`src/sv/odrc_pkg.sv`:
```
package odrc_pkg;

    // Minimum DCO frequency in MHz and the scaled constant the divider search starts from
    localparam int unsigned DCO_MIN_MHZ = 4850;
    localparam logic [15:0] N0_DCO = 16'((DCO_MIN_MHZ * 8) % 65536);

    // Bound on HS_DIV*N1 (11*128) that a candidate total must stay below, also the initial best total
    localparam logic [10:0] BEST_N_INIT = 11'(11 * 128);
    localparam logic [7:0]  N1_MAX      = 8'd128;

    // Shared divider geometry
    localparam int unsigned DVD_W  = 40;
    localparam int unsigned QUO_W  = 41;
    localparam int unsigned DSR_W  = 32;
    localparam int unsigned STEP_W = 7;

    localparam logic [STEP_W-1:0] STEPS_SMALL = 7'd16;
    localparam logic [STEP_W-1:0] STEPS_RFREQ = 7'(40 + 32);

    localparam logic [2:0] HS_LAST_IDX = 3'd5;

    // Register file
    localparam int unsigned ADDR_W = 5;

    typedef enum logic [2:0] {
        REG_CRYSTAL = 3'd0,
        REG_PPM     = 3'd1,
        REG_FILT_EN = 3'd2,
        REG_XLOW    = 3'd3,
        REG_XMID    = 3'd4,
        REG_XHIGH   = 3'd5
    } t_reg_idx;

    typedef enum logic [1:0] {
        KIND_DIRECT = 2'd0,
        KIND_LOAD   = 2'd1,
        KIND_FAIL   = 2'd2
    } t_kind;

    typedef enum logic [3:0] {
        S_IDLE,
        S_CHECK,
        S_DECIDE,
        S_DIV0,
        S_HS_START,
        S_HS_WAIT,
        S_HS_EVAL,
        S_PICK_END,
        S_MUL,
        S_RDIV,
        S_FINISH
    } t_state;

    typedef struct packed {
        logic              start;
        logic [STEP_W-1:0] steps;
        logic [DVD_W-1:0]  dividend;
        logic [DSR_W-1:0]  divisor;
    } t_div_req;

    typedef struct packed {
        logic             busy;
        logic             done;
        logic [QUO_W-1:0] quotient;
    } t_div_rsp;

    // HS_DIV candidates in search order
    function automatic logic [3:0] hs_at(input logic [2:0] idx);
        logic [3:0] hs;
        unique case (idx)
            3'd0:    hs = 4'd11;
            3'd1:    hs = 4'd9;
            3'd2:    hs = 4'd7;
            3'd3:    hs = 4'd6;
            3'd4:    hs = 4'd5;
            3'd5:    hs = 4'd4;
            default: hs = 4'd0;
        endcase
        return hs;
    endfunction

endpackage

```
`src/sv/oscillator_divider_rfreq_calc.sv`:
```
// Oscillator divider and RFREQ calculator.
// Input channel (i_valid / o_stall): one beat carries a target frequency in MHz,
// 11.21 fixed point, and a flag that allows a small step without new dividers.
// Output channel (o_valid / i_stall): one beat per input beat with the six
// oscillator register bytes (registers 7..12), the update kind and the filter band.
// Configuration goes through the APB port: crystal frequency, ppm limit, filter
// enable and three crossover points at byte addresses 0,4,...,20; pready is tied high.
// All arithmetic runs through one shared radix-2 restoring divider, one quotient
// bit per cycle, under a small sequencer; the block takes one item at a time.
// On the small-step path the sequencer runs only the RFREQ divide (72 divider
// steps); a full load runs one 16-step divide for the DCO bound, six 16-step
// divides for the HS_DIV candidates, then the 72-step RFREQ divide. A frequency
// too low for a divisor ends the item before any divide, and a zero crystal fails
// it before the RFREQ divide. The next beat can be taken in the cycle after the
// result is registered. A finished result sits in the output register; when
// the receiver stalls, hold it there while the next beat may already be taken
// and worked on. A second finished result waits in the sequencer until the
// output register frees.
// Reset (synchronous, active low) loads the default configuration and clears the
// stored load frequency, dividers and band.
module oscillator_divider_rfreq_calc (
    input  logic                        i_clk,
    input  logic                        i_rst_n,
    // input channel
    input  logic                        i_valid,
    output logic                        o_stall,
    input  logic [31:0]                 i_target_freq,
    input  logic                        i_allow_small_step,
    // output channel
    output logic                        o_valid,
    input  logic                        i_stall,
    output logic [7:0]                  o_reg_hsdiv_n1,
    output logic [7:0]                  o_reg_n1_rfreq_top,
    output logic [7:0]                  o_reg_rfreq_b3,
    output logic [7:0]                  o_reg_rfreq_b2,
    output logic [7:0]                  o_reg_rfreq_b1,
    output logic [7:0]                  o_reg_rfreq_b0,
    output logic [1:0]                  o_update_kind,
    output logic [1:0]                  o_filter_band,
    // configuration port
    input  logic                        psel,
    input  logic                        penable,
    input  logic                        pwrite,
    input  logic [odrc_pkg::ADDR_W-1:0] paddr,
    input  logic [31:0]                 pwdata,
    output logic [31:0]                 prdata,
    output logic                        pready
);
    import odrc_pkg::*;

    // Configuration registers
    logic [31:0] r_crystal;
    logic [15:0] r_ppm;
    logic        r_filt_en;
    logic [15:0] r_xlow;
    logic [15:0] r_xmid;
    logic [15:0] r_xhigh;

    // State kept from item to item
    logic [31:0] r_last;
    logic [3:0]  r_hs;
    logic [7:0]  r_n1;
    logic [10:0] r_total;
    logic [1:0]  r_band;

    t_state      r_state;
    t_state      n_state;

    // Working registers of the current item
    logic [31:0] r_f;
    logic        r_small;
    logic        r_fail;
    t_kind       r_kind;
    logic [31:0] r_d15;
    logic [31:0] r_lim;
    logic [15:0] r_n0q;
    logic [2:0]  r_hs_idx;
    logic [10:0] r_best_n;
    logic [7:0]  r_best_n1;
    logic [3:0]  r_best_hs;

    // Output register
    logic        r_out_valid;
    logic [7:0]  r_out_b0;
    logic [7:0]  r_out_b1;
    logic [7:0]  r_out_b2;
    logic [7:0]  r_out_b3;
    logic [7:0]  r_out_b4;
    logic [7:0]  r_out_b5;
    t_kind       r_out_kind;
    logic [1:0]  r_out_band;

    t_div_req    div_req;
    t_div_rsp    div_rsp;

    logic        cfg_wr;
    logic [2:0]  cfg_idx;
    logic        in_acc;
    logic        out_free;
    logic        finish_go;

    logic [31:0] delta;
    logic [31:0] delta_abs;
    logic        take_small;
    logic [13:0] f_div;
    logic        div_zero;

    logic [3:0]  hs_cur;
    logic [15:0] eval_n1w;
    logic        eval_fits;
    logic [7:0]  eval_n1;
    logic [11:0] eval_n;
    logic        eval_better;

    logic [42:0] mul_full;
    logic [39:0] rfreq;
    logic [3:0]  hs_m4;
    logic [7:0]  n1_m1;
    logic [15:0] f_word;
    logic [1:0]  n_band;

    odrc_div u_div (
        .i_clk   (i_clk),
        .i_rst_n (i_rst_n),
        .i_req   (div_req),
        .o_rsp   (div_rsp)
    );

    // ---------------------------------------------------------------------
    // Configuration port
    // ---------------------------------------------------------------------
    assign pready  = 1'b1;
    assign cfg_idx = paddr[ADDR_W-1:2];
    assign cfg_wr  = psel && penable && pwrite;

    always_comb begin
        unique case (cfg_idx)
            REG_CRYSTAL: prdata = r_crystal;
            REG_PPM:     prdata = {16'b0, r_ppm};
            REG_FILT_EN: prdata = {31'b0, r_filt_en};
            REG_XLOW:    prdata = {16'b0, r_xlow};
            REG_XMID:    prdata = {16'b0, r_xmid};
            REG_XHIGH:   prdata = {16'b0, r_xhigh};
            default:     prdata = '0;
        endcase
    end

    // ---------------------------------------------------------------------
    // Datapath pieces
    // ---------------------------------------------------------------------
    assign in_acc    = i_valid && (r_state == S_IDLE);
    assign o_stall   = (r_state != S_IDLE);
    assign out_free  = !r_out_valid || !i_stall;
    assign finish_go = (r_state == S_FINISH) && out_free;

    // Small-change distance, 32-bit wrap; a difference with the top bit set is negated
    assign delta      = r_f - r_last;
    assign delta_abs  = delta[31] ? (32'd0 - delta) : delta;
    assign take_small = r_small && (r_d15 <= r_lim);

    assign f_div    = r_f[31:18];
    assign div_zero = (f_div == 14'd0);

    // Candidate N1 for the current HS_DIV: quotient + 1, rounded up to even unless 1
    assign hs_cur    = hs_at(r_hs_idx);
    assign eval_n1w  = div_rsp.quotient[15:0] + 16'd1;
    assign eval_fits = eval_n1w <= {8'b0, N1_MAX};
    assign eval_n1   = (eval_n1w[7:0] != 8'd1 && eval_n1w[0]) ? eval_n1w[7:0] + 8'd1
                                                              : eval_n1w[7:0];
    assign eval_n      = {8'b0, hs_cur} * {4'b0, eval_n1};
    assign eval_better = eval_fits && ({1'b0, r_best_n} > eval_n);

    // N*f truncated to 40 bits feeds the RFREQ divide
    assign mul_full = {32'b0, r_total} * {11'b0, r_f};

    // Round the 41-bit quotient by one bit, wrap to 40 bits
    assign rfreq = div_rsp.quotient[QUO_W-1:1] + {39'b0, div_rsp.quotient[0]};
    assign hs_m4 = r_hs - 4'd4;
    assign n1_m1 = r_n1 - 8'd1;

    // Band selection from the crossover points; keep the old band when disabled
    assign f_word = r_f[31:16];
    always_comb begin
        if (!r_filt_en) begin
            n_band = r_band;
        end else if (f_word < r_xlow) begin
            n_band = 2'd0;
        end else if (f_word < r_xmid) begin
            n_band = 2'd1;
        end else if (f_word < r_xhigh) begin
            n_band = 2'd2;
        end else begin
            n_band = 2'd3;
        end
    end

    // ---------------------------------------------------------------------
    // Sequencer
    // ---------------------------------------------------------------------
    always_comb begin
        n_state          = r_state;
        div_req.start    = 1'b0;
        div_req.steps    = STEPS_SMALL;
        div_req.dividend = '0;
        div_req.divisor  = '0;
        unique case (r_state)
            S_IDLE: begin
                if (i_valid) n_state = S_CHECK;
            end
            S_CHECK: begin
                n_state = S_DECIDE;
            end
            S_DECIDE: begin
                if (take_small) begin
                    n_state = S_MUL;
                end else if (div_zero) begin
                    n_state = S_FINISH;
                end else begin
                    // DCO bound divided by the coarse frequency
                    div_req.start    = 1'b1;
                    div_req.steps    = STEPS_SMALL;
                    div_req.dividend = {N0_DCO, 24'b0};
                    div_req.divisor  = {18'b0, f_div};
                    n_state          = S_DIV0;
                end
            end
            S_DIV0: begin
                if (div_rsp.done) n_state = S_HS_START;
            end
            S_HS_START: begin
                div_req.start    = 1'b1;
                div_req.steps    = STEPS_SMALL;
                div_req.dividend = {r_n0q, 24'b0};
                div_req.divisor  = {28'b0, hs_cur};
                n_state          = S_HS_WAIT;
            end
            S_HS_WAIT: begin
                if (div_rsp.done) n_state = S_HS_EVAL;
            end
            S_HS_EVAL: begin
                n_state = (r_hs_idx == HS_LAST_IDX) ? S_PICK_END : S_HS_START;
            end
            S_PICK_END: begin
                n_state = (r_best_hs == 4'd0) ? S_FINISH : S_MUL;
            end
            S_MUL: begin
                if (r_crystal == 32'd0) begin
                    n_state = S_FINISH;
                end else begin
                    div_req.start    = 1'b1;
                    div_req.steps    = STEPS_RFREQ;
                    div_req.dividend = mul_full[DVD_W-1:0];
                    div_req.divisor  = r_crystal;
                    n_state          = S_RDIV;
                end
            end
            S_RDIV: begin
                if (div_rsp.done) n_state = S_FINISH;
            end
            S_FINISH: begin
                if (out_free) n_state = S_IDLE;
            end
            default: begin
                n_state = S_IDLE;
            end
        endcase
    end

    // Control and persistent state
    always_ff @(posedge i_clk) begin
        if (!i_rst_n) begin
            r_state     <= S_IDLE;
            r_out_valid <= 1'b0;
            r_crystal   <= 32'd1917384130;
            r_ppm       <= 16'd3500;
            r_filt_en   <= 1'b0;
            r_xlow      <= '0;
            r_xmid      <= '0;
            r_xhigh     <= '0;
            r_last      <= '0;
            r_hs        <= '0;
            r_n1        <= '0;
            r_total     <= '0;
            r_band      <= '0;
        end else begin
            r_state <= n_state;

            if (cfg_wr) begin
                unique case (cfg_idx)
                    REG_CRYSTAL: r_crystal <= pwdata;
                    REG_PPM:     r_ppm     <= pwdata[15:0];
                    REG_FILT_EN: r_filt_en <= pwdata[0];
                    REG_XLOW:    r_xlow    <= pwdata[15:0];
                    REG_XMID:    r_xmid    <= pwdata[15:0];
                    REG_XHIGH:   r_xhigh   <= pwdata[15:0];
                    default:     ;
                endcase
            end

            // The load path records the frequency even if it later fails
            if (r_state == S_DECIDE && !take_small) r_last <= r_f;

            if (r_state == S_PICK_END && r_best_hs != 4'd0) begin
                r_hs    <= r_best_hs;
                r_n1    <= r_best_n1;
                r_total <= r_best_n;
            end

            if (finish_go) r_band <= n_band;

            if (finish_go) begin
                r_out_valid <= 1'b1;
            end else if (!i_stall) begin
                r_out_valid <= 1'b0;
            end
        end
    end

    // Per-item working registers and the output payload
    always_ff @(posedge i_clk) begin
        if (in_acc) begin
            r_f     <= i_target_freq;
            r_small <= i_allow_small_step;
            r_fail  <= 1'b0;
        end
        unique case (r_state)
            S_CHECK: begin
                r_d15 <= (delta_abs << 4) - delta_abs;
                r_lim <= {16'b0, r_last[31:16]} * {16'b0, r_ppm};
            end
            S_DECIDE: begin
                r_kind <= take_small ? KIND_DIRECT : KIND_LOAD;
                if (!take_small && div_zero) r_fail <= 1'b1;
            end
            S_DIV0: begin
                if (div_rsp.done) begin
                    r_n0q     <= div_rsp.quotient[15:0];
                    r_hs_idx  <= '0;
                    r_best_n  <= BEST_N_INIT;
                    r_best_n1 <= '0;
                    r_best_hs <= '0;
                end
            end
            S_HS_EVAL: begin
                if (eval_better) begin
                    r_best_n  <= eval_n[10:0];
                    r_best_n1 <= eval_n1;
                    r_best_hs <= hs_cur;
                end
                r_hs_idx <= r_hs_idx + 3'd1;
            end
            S_PICK_END: begin
                if (r_best_hs == 4'd0) r_fail <= 1'b1;
            end
            S_MUL: begin
                if (r_crystal == 32'd0) r_fail <= 1'b1;
            end
            default: ;
        endcase

        if (finish_go) begin
            r_out_band <= n_band;
            if (r_fail) begin
                r_out_kind <= KIND_FAIL;
                r_out_b0   <= '0;
                r_out_b1   <= '0;
                r_out_b2   <= '0;
                r_out_b3   <= '0;
                r_out_b4   <= '0;
                r_out_b5   <= '0;
            end else begin
                r_out_kind <= r_kind;
                r_out_b0   <= {hs_m4[2:0], n1_m1[6:2]};
                r_out_b1   <= {n1_m1[1:0], 6'b0} | rfreq[39:32];
                r_out_b2   <= rfreq[31:24];
                r_out_b3   <= rfreq[23:16];
                r_out_b4   <= rfreq[15:8];
                r_out_b5   <= rfreq[7:0];
            end
        end
    end

    assign o_valid            = r_out_valid;
    assign o_reg_hsdiv_n1     = r_out_b0;
    assign o_reg_n1_rfreq_top = r_out_b1;
    assign o_reg_rfreq_b3     = r_out_b2;
    assign o_reg_rfreq_b2     = r_out_b3;
    assign o_reg_rfreq_b1     = r_out_b4;
    assign o_reg_rfreq_b0     = r_out_b5;
    assign o_update_kind      = r_out_kind;
    assign o_filter_band      = r_out_band;

    // ---------------------------------------------------------------------
    // Assertions
    // ---------------------------------------------------------------------
    a_div_busy_in_wait: assert property (@(posedge i_clk) disable iff (!i_rst_n)
        div_rsp.busy |-> (r_state == S_DIV0 || r_state == S_HS_WAIT || r_state == S_RDIV))
        else $error("divider running outside a wait state");

    a_fail_zero_bytes: assert property (@(posedge i_clk) disable iff (!i_rst_n)
        (o_valid && o_update_kind == KIND_FAIL) |->
            (o_reg_hsdiv_n1 == 8'd0 && o_reg_n1_rfreq_top == 8'd0 &&
             o_reg_rfreq_b3 == 8'd0 && o_reg_rfreq_b2 == 8'd0 &&
             o_reg_rfreq_b1 == 8'd0 && o_reg_rfreq_b0 == 8'd0))
        else $error("failure result carries register bytes");

    a_hs_legal: assert property (@(posedge i_clk) disable iff (!i_rst_n)
        (r_hs == 4'd0 || r_hs == 4'd4 || r_hs == 4'd5 || r_hs == 4'd6 ||
         r_hs == 4'd7 || r_hs == 4'd9 || r_hs == 4'd11))
        else $error("stored HS_DIV not a legal divider");

    a_total_matches: assert property (@(posedge i_clk) disable iff (!i_rst_n)
        ({1'b0, r_total} == {8'b0, r_hs} * {4'b0, r_n1}))
        else $error("stored total divider differs from HS_DIV*N1");

    a_no_accept_busy: assert property (@(posedge i_clk) disable iff (!i_rst_n)
        (r_state != S_IDLE) |=> !(in_acc && $past(r_state) == S_FINISH && !$past(out_free)))
        else $error("item taken while a result was still waiting");

endmodule

```
`src/sv/odrc_div.sv`:
```
module odrc_div (
    input  logic                i_clk,
    input  logic                i_rst_n,
    input  odrc_pkg::t_div_req  i_req,
    output odrc_pkg::t_div_rsp  o_rsp
);
    import odrc_pkg::*;

    logic              r_busy;
    logic              r_done;
    logic [STEP_W-1:0] r_cnt;
    logic [DSR_W-1:0]  r_rem;
    logic [DSR_W-1:0]  r_dsr;
    logic [DVD_W-1:0]  r_dvd;
    logic [QUO_W-1:0]  r_quo;

    logic [DSR_W:0]    step_val;
    logic [DSR_W:0]    step_sub;
    logic              step_ge;

    // One restoring step: bring down the next dividend bit, subtract if it fits
    always_comb begin
        step_val = {r_rem, r_dvd[DVD_W-1]};
        step_sub = step_val - {1'b0, r_dsr};
        step_ge  = step_val >= {1'b0, r_dsr};
    end

    always_ff @(posedge i_clk) begin
        if (!i_rst_n) begin
            r_busy <= 1'b0;
            r_done <= 1'b0;
        end else begin
            r_done <= 1'b0;
            if (i_req.start) begin
                r_busy <= 1'b1;
            end else if (r_busy && r_cnt == STEP_W'(1)) begin
                r_busy <= 1'b0;
                r_done <= 1'b1;
            end
        end
    end

    always_ff @(posedge i_clk) begin
        if (i_req.start) begin
            r_cnt <= i_req.steps;
            r_rem <= '0;
            r_dsr <= i_req.divisor;
            r_dvd <= i_req.dividend;
            r_quo <= '0;
        end else if (r_busy) begin
            r_cnt <= r_cnt - STEP_W'(1);
            r_rem <= step_ge ? step_sub[DSR_W-1:0] : step_val[DSR_W-1:0];
            r_dvd <= {r_dvd[DVD_W-2:0], 1'b0};
            r_quo <= {r_quo[QUO_W-2:0], step_ge};
        end
    end

    assign o_rsp.busy     = r_busy;
    assign o_rsp.done     = r_done;
    assign o_rsp.quotient = r_quo;

endmodule

```
`config.mk`:
```
export PLATFORM = sky130hd
export DESIGN_NAME = oscillator_divider_rfreq_calc
export DESIGN_NICKNAME = d
export VERILOG_FILES = /design/src/sv/odrc_pkg.sv /design/src/sv/oscillator_divider_rfreq_calc.sv /design/src/sv/odrc_div.sv
export SDC_FILE = /design/constraint.sdc
export NUM_CORES = 2
export LEC_CHECK = 0
export ABC_AREA = 1
export BUFFER_PORTS_ARGS = -buffer_cell sky130_fd_sc_hd__buf_4
export CORE_AREA = 2 2 298 300
export DETAILED_ROUTE_END_ITERATION = 6
export DIE_AREA = 0 0 300 302
export PLACE_DENSITY = 0.78
export SLEW_MARGIN = 20
export SYNTH_ARGS = -nofsm -noshare
export SYNTH_HDL_FRONTEND = slang
export SYNTH_SLANG_ARGS = --single-unit
```
`constraint.sdc`:
```
create_clock -name i_clk -period 7.08 [get_ports i_clk]
set_input_delay 2.124 -clock i_clk [delete_from_list [all_inputs] [get_ports i_clk]]
set_output_delay 2.124 -clock i_clk [all_outputs]
set_load 0.01 [all_outputs]
```
Word-level counts from Yosys, hierarchy flattened:

Index checks and enable logic that the tools add are counted.

* flip-flop bits (word level): 504
* word-level logic and storage cells: 178

* equal/unequal tests: 29
* mux-type cells: 50
* reductions and logical operators: 37
* $lt $le $gt $ge: 7
* $mul: 3
* add/sub/neg operators: 11
* bitwise logic cells: 2

Operator list (count)
* two-way mux 80 bit: 3
* one-hot mux 80 bit (3 select lines): 1
* one-hot mux 32 bit (6 select lines): 1
* subtractor 32 bit: 3
* two-way mux 40 bit: 2
* two-way mux 32 bit: 2
* less-than comparator 16 bit: 3
* one-hot mux 4 bit (11 select lines): 1
* adder 40 x 1 -> 40 bit: 1
* multiplier 11 x 32 -> 40 bit: 1
* two-way mux 4 bit: 9
* greater-or-equal comparator 33 x 32 -> 1 bit: 1
* less-or-equal comparator 32 bit: 1
* logical NOT 32 bit: 1
* multiplier 16 x 16 -> 32 bit: 1
* subtractor 1 x 32 -> 32 bit, first input constant: 1
* two-way mux 7 bit: 4
* one-hot mux 4 bit (6 select lines): 1
* two-way mux 11 bit: 2
* one-hot mux 11 bit (2 select lines): 1
* adder 16 x 1 -> 16 bit, second input constant: 1
* == test 4 x 3 -> 1 bit, second input constant: 4
* less-or-equal comparator 16 x 8 -> 1 bit, second input constant: 1
* AND reduction 2 bit: 8
* other kinds (37): 85

Longest topological paths before layout:

* word-level depth: 9
* depth in mapped cells: 35
* gate-level depth less buffers: 35

By module:

From an unflattened synthesis, not the netlist that was laid out.

* cells, all modules: 6646
* area, all modules: 50410.8 µm²

By module, submodules not included
* oscillator_divider_rfreq_calc: area an instance 41810.1 µm², times used 1, cells an instance 5488
* odrc_div: area an instance 8600.7 µm², times used 1, cells an instance 1158

Worst setup path before layout:

Ideal clock, no wire load.

* kind: flip-flop to flip-flop
* start point: reg u_div.r_quo[0]
* end point: reg r_best_hs[0], enable pin
* library setup time: 0.411 ns
* required time: 6.669 ns
* arrival: 6.051 ns
* period minus slack after synthesis: 6.462 ns
* cell stages (with the launch flop): 33
* setup slack: 0.618 ns
* path through: dfxtp_1 ha_1 inv_1 nor3_4 xor2_1 or2_2 nor3_1 nand4_1 nand2_1 nor2_2 xor2_1 or2_2 fa_1 inv_1 fa_1 inv_1 fa_1 o31ai_1 a21oi_1 o21bai_1 a21oi_1 nor2_1 nor2_1 xor2_1 ha_1 nand3_1 or4_1 nand3_1 nor4_1 nand4_1 nor2_1 nand3_1 nand2_1

* word-level cells in the longest chain between the ends: 9
* elaborated cells on any way between the ends: 11
* classes of those cells: 2 x add/sub; 1 x mul; 2 x order compare; 2 x eq/ne; 1 x mux; 3 x reduce/logical

Ends and longest elaborated chain
* start, declared: RTL line odrc_div.sv:15 `logic [QUO_W-1:0] r_quo;`
* start signal, assigned: RTL line odrc_div.sv:54 `r_quo <= {r_quo[QUO_W-2:0], step_ge};`
* adder 16 x 1 -> 16 bit (*): RTL line oscillator_divider_rfreq_calc.sv:166 `assign eval_n1w = div_rsp.quotient[15:0] + 16'd1;`
* branches (longest 5 deep; another with multiplier 4 x 8 -> 12 bit)
* logical AND 1 bit (*): RTL line oscillator_divider_rfreq_calc.sv:171 `assign eval_better = eval_fits && ({1'b0, r_best_n} > eval_n);`
* != test 2 bit (no source line) (*)
* AND reduction 3 bit (no source line) (*)
* end signal, assigned: RTL line oscillator_divider_rfreq_calc.sv:348 `r_best_hs <= hs_cur;`
* end, declared: RTL line oscillator_divider_rfreq_calc.sv:80 `logic [3:0] r_best_hs;`

Every way passes the cells marked *.
A chain may end at the register's enable or synchronous reset.

Final worst setup path:

* start point: reg u_div.r_quo[1]
* end point: reg r_best_n1[1], enable pin

* word-level cells in the longest chain between the ends: 9
* elaborated cells on any way between the ends: 11
* classes of those cells: 2 x add/sub; 1 x mul; 2 x order compare; 2 x eq/ne; 1 x mux; 3 x reduce/logical

Ends and longest elaborated chain
* adder 16 x 1 -> 16 bit (*): RTL line oscillator_divider_rfreq_calc.sv:166
* branches (longest 5 deep; another with multiplier 4 x 8 -> 12 bit)
* logical AND 1 bit (*): RTL line oscillator_divider_rfreq_calc.sv:171
* != test 2 bit (no source line) (*)
* AND reduction 3 bit (no source line) (*)
* end signal, assigned: RTL line oscillator_divider_rfreq_calc.sv:347 `r_best_n1 <= eval_n1;`
* end, declared: RTL line oscillator_divider_rfreq_calc.sv:79 `logic [7:0] r_best_n1;`

Marked as above.

==> load_flow_metrics.sql <==
INSERT INTO impl_metrics (metric_group, metric, value, unit) VALUES
('sta', 'report.final.setup_viol', '0', ''),
('power_and_ir_drop', 'peakVddDrop', '0.432', 'mV'),
('critical_path', 'cp-end-kind', 'flip-flop', ''),
('power_and_ir_drop', 'power_per_cell_area', '352', 'nW/µm²'),
('synth', 'synthDistinctLibCells', '66', ''),
('place', 'placement.io_buffers', '160', ''),
('critical_path', 'worst-endpoint-required', '7430', 'ps'),
('cells_and_area', 'fin_nets', '7429', ''),
('cells_and_area', 'final.fill_count', '7526', ''),
('critical_path', 'critical_path.n_buffers_inverters', '4', ''),
('clocking', 'number_of_levels_in_the_clock_h_tree', '2', ''),
('synth', 'synth-async-reset-ratio', '0', ''),
('synth', 'dominantRegCellSynth', 'sky130_fd_sc_hd__edfxtp_1', ''),
('synth', 'syn_nets', '7368', ''),
('floorplan', 'floorplan.initialDensity', '0.566', ''),
('critical_path', 'slowest_cell_on_the_critical_path', 'sky130_fd_sc_hd__fa_1', ''),
('route', 'antenna_left', '0', ''),
('route', 'drcViolationCount', '1', ''),
('clocking', 'clk_pin_slew', '60', 'ps'),
('sta', 'final-max-slew-violation-count', '0', ''),
('sta', 'fmax', '149', 'MHz'),
('cells_and_area', 'final_cells', '7705', ''),
('route', 'drt_first_iter_violations', '3854', ''),
('place', 'dpl_worst_slack', '231', 'ps'),
('cells_and_area', 'final_layout_size_suffix_gt1_frac', '0.0708', ''),
('place', 'place_congestion', '0.973', ''),
('critical_path', 'critPathKind', 'flip-flop to flip-flop', ''),
('clocking', 'number_of_buffers_created_by_cts', '53', ''),
('synth', 'postSynthRegisterBits', '503', ''),
('route', 'wirelength', '136', 'mm'),
('outcome', 'violated_checks', 'design-rule violations', ''),
('min_path', 'timing.hold.worst.class', 'flip-flop to flip-flop', ''),
('synth', 'syn_avg_cell_area', '7.71', 'µm²'),
('clocking', 'clock_insertion_delay_at_the_later_pin_of_the_skew_report', '650', 'ps'),
('place', 'dpl.hpwl', '104', 'mm'),
('synth', 'gate_count_of_the_mapped_netlist', '6434', ''),
('route', 'avgRoutedWirePerCell', '17.6', 'µm'),
('synth', 'yosys_top_cell_area_share', '0.192', ''),
('synth', 'edff_count_synth', '270', ''),
('clocking', 'cts_root_buffer', 'sky130_fd_sc_hd__clkbuf_16', ''),
('place', 'numPlacedInstances', '7600', ''),
('sta', 'fin_crit', '6730', 'ps'),
('synth', 'synth.area.top_cells', 'sky130_fd_sc_hd__fa_1 (19%), sky130_fd_sc_hd__edfxtp_1 (16%), sky130_fd_sc_hd__nand2_1 (11%)', ''),
('synth', 'most_instantiated_cells_after_synthesis', 'sky130_fd_sc_hd__nand2_1 (1447), sky130_fd_sc_hd__inv_1 (1332), sky130_fd_sc_hd__nor2_1 (511)', ''),
('sta', 'hold_viol_final', '0', ''),
('floorplan', 'chipHeight', '302', 'µm'),
('cells_and_area', 'synthToLayoutAreaGrowth', '8.90', '%'),
('critical_path', 'reg2reg_to', 'r_best_n1[1]', ''),
('clocking', 'clkSinkCount', '503', ''),
('floorplan', 'fp.dieArea', '90600', 'µm²'),
('critical_path', 'crit_path_max_fanout', '11', ''),
('cells_and_area', 'diodes', '0', ''),
('outcome', 'status', 'complete, but fails checks', ''),
('synth', 'synth.most_common_cell', 'sky130_fd_sc_hd__nand2_1', ''),
('sta', 'finalSetupTns', '0', 'ps'),
('floorplan', 'core.rowCount', '109', ''),
('sta', 'max_slew.worst_pin.slew', '1160', 'ps'),
('critical_path', 'critical_path_depth', '33', ''),
('sta', 'worst_slack_setup_final', '350', 'ps'),
('global_routing', 'grt_start_max_net_pins', '110', ''),
('global_routing', 'grt_first_pass_wirelength', '218', 'mm'),
('global_routing', 'antenna_found_initial', '0', ''),
('route', 'route.vias.total', '42700', ''),
('sta', 'period_share', '0.951', ''),
('critical_path', 'start_kind', 'flip-flop', ''),
('global_routing', 'globalRouteOverflowTotal', '0', ''),
('floorplan', 'num_io_pins', '164', ''),
('synth', 'yosysTopAreaCell', 'sky130_fd_sc_hd__fa_1', ''),
('critical_path', 'critPathTopFamily', 'simple AND/OR/NAND/NOR gates', ''),
('sta', 'fin_clk_skew', '30.2', 'ps'),
('route', 'via_per_inst', '5.54', '');
-- tightest hold or removal path, stage by stage, from the launching register on --
cell and delay (ps):
sky130_fd_sc_hd__dfxtp_1 290, sky130_fd_sc_hd__inv_1 60, sky130_fd_sc_hd__a21oi_1 60
-- sequential cells by signal (all words and copies together) (netlist names), 8 cells and up --
signal	count
o_reg_rfreq_b1	8
r_crystal	32
o_reg_rfreq_b0	8
r_xhigh	16
r_xmid	16
u_div.r_quo	41
o_reg_rfreq_b3	8
o_reg_n1_rfreq_top	8
u_div.r_dsr	32
r_lim	32
u_div.r_rem	32
r_total	11
o_reg_hsdiv_n1	8
r_best_n	11
r_n0q	16
r_f	32
r_last	32
o_reg_rfreq_b2	8
r_ppm	16
r_d15	32
u_div.r_dvd	40
r_xlow	16
-- cell families after synthesis --
logic type,count (synthesis),synth area share
AND/OR/NAND/NOR,2373,0.198
buffers and inverters,1591,0.121
AO/OA/AOI/OAI,955,0.106
adder cells (fa/ha/maj),857,0.288
flip-flops,503,0.258
XOR/XNOR,154,0.0280
other,1,0.0000756
-- cell type report --
cell class	count	area (µm²)	area share
timing repair buffer	243	1880	0.0348
inverter	1354	5080	0.0941
clock buffer	70	1580	0.0292
multi-input combinational	4340	30900	0.572
clock inverter	30	357	0.00660
tap	1165	1460	0.0270
sequential	503	12800	0.237
-- per-stage QoR --
stage / instance area (µm²) / util
2_1_floorplan: 49600 / -
3_3_place_gp: 51900 / 0.593
3_5_place_dp: 51900 / 0.593
4_1_cts: 53900 / 0.615
5_1_grt: 54000 / 0.617
6_report: 54000 / 0.617
-- layer usage --
metal | up-vias | GRT usage | part of all wire
met4 | 0 | 0.140 | 0.049
met2 | 1767 | 0.515 | 0.48
met1 | 20300 | 0.371 | 0.39
li1 | 20200 | - | -
met3 | 399 | 0.0510 | 0.077
met5 | - | 0 | 0
-- placed cells by master, fill, tap and decap left out, drive strengths merged, types with 21 or more instances in the layout --
cell | Yosys | final
inv | 1343 | 1349
o21ai | 376 | 376
a31oi | 26 | 26
xnor2 | 50 | 50
clkinv | 11 | 27
a21oi | 398 | 398
edfxtp | 270 | 270
clkbuf | 184 | 71
o21bai | 23 | 23
nand4 | 76 | 76
xor2 | 104 | 104
ha | 382 | 382
nor4 | 37 | 37
buf | 53 | 242
nor2 | 529 | 529
dfxtp | 233 | 233
nor3 | 59 | 59
nand3 | 154 | 154
o22ai | 21 | 21
nand2 | 1480 | 1480
fa | 475 | 475
-- worst min path at each step --
stage	endpoint	depth (start not counted)	slack, ps
6_report	r_last[11]	2	460
3_5_place_dp	u_div.r_quo[19]	2	450
4_1_cts	r_last[11]	2	460
5_1_grt	r_last[6]	2	480
2_1_floorplan	r_n0q[11]	0	400
3_3_place_gp	u_div.r_quo[19]	2	440
-- what timing repair did --
action / in CTS / in global routing
endpoints found under the hold margin: 0 / 0
resized for setup: 0 / 13
setup endpoints to repair: 0 / 22
buffers inserted: 0 / 3
-- where the power goes --
group	internal [mW]	switching (mW)	leakage, nW
Clock	1.77	1.31	0.954
Combinational	3.67	7.53	20.9
Sequential	4.20	0.553	4.32
No activity file was read; power rests on OpenSTA's default activity.
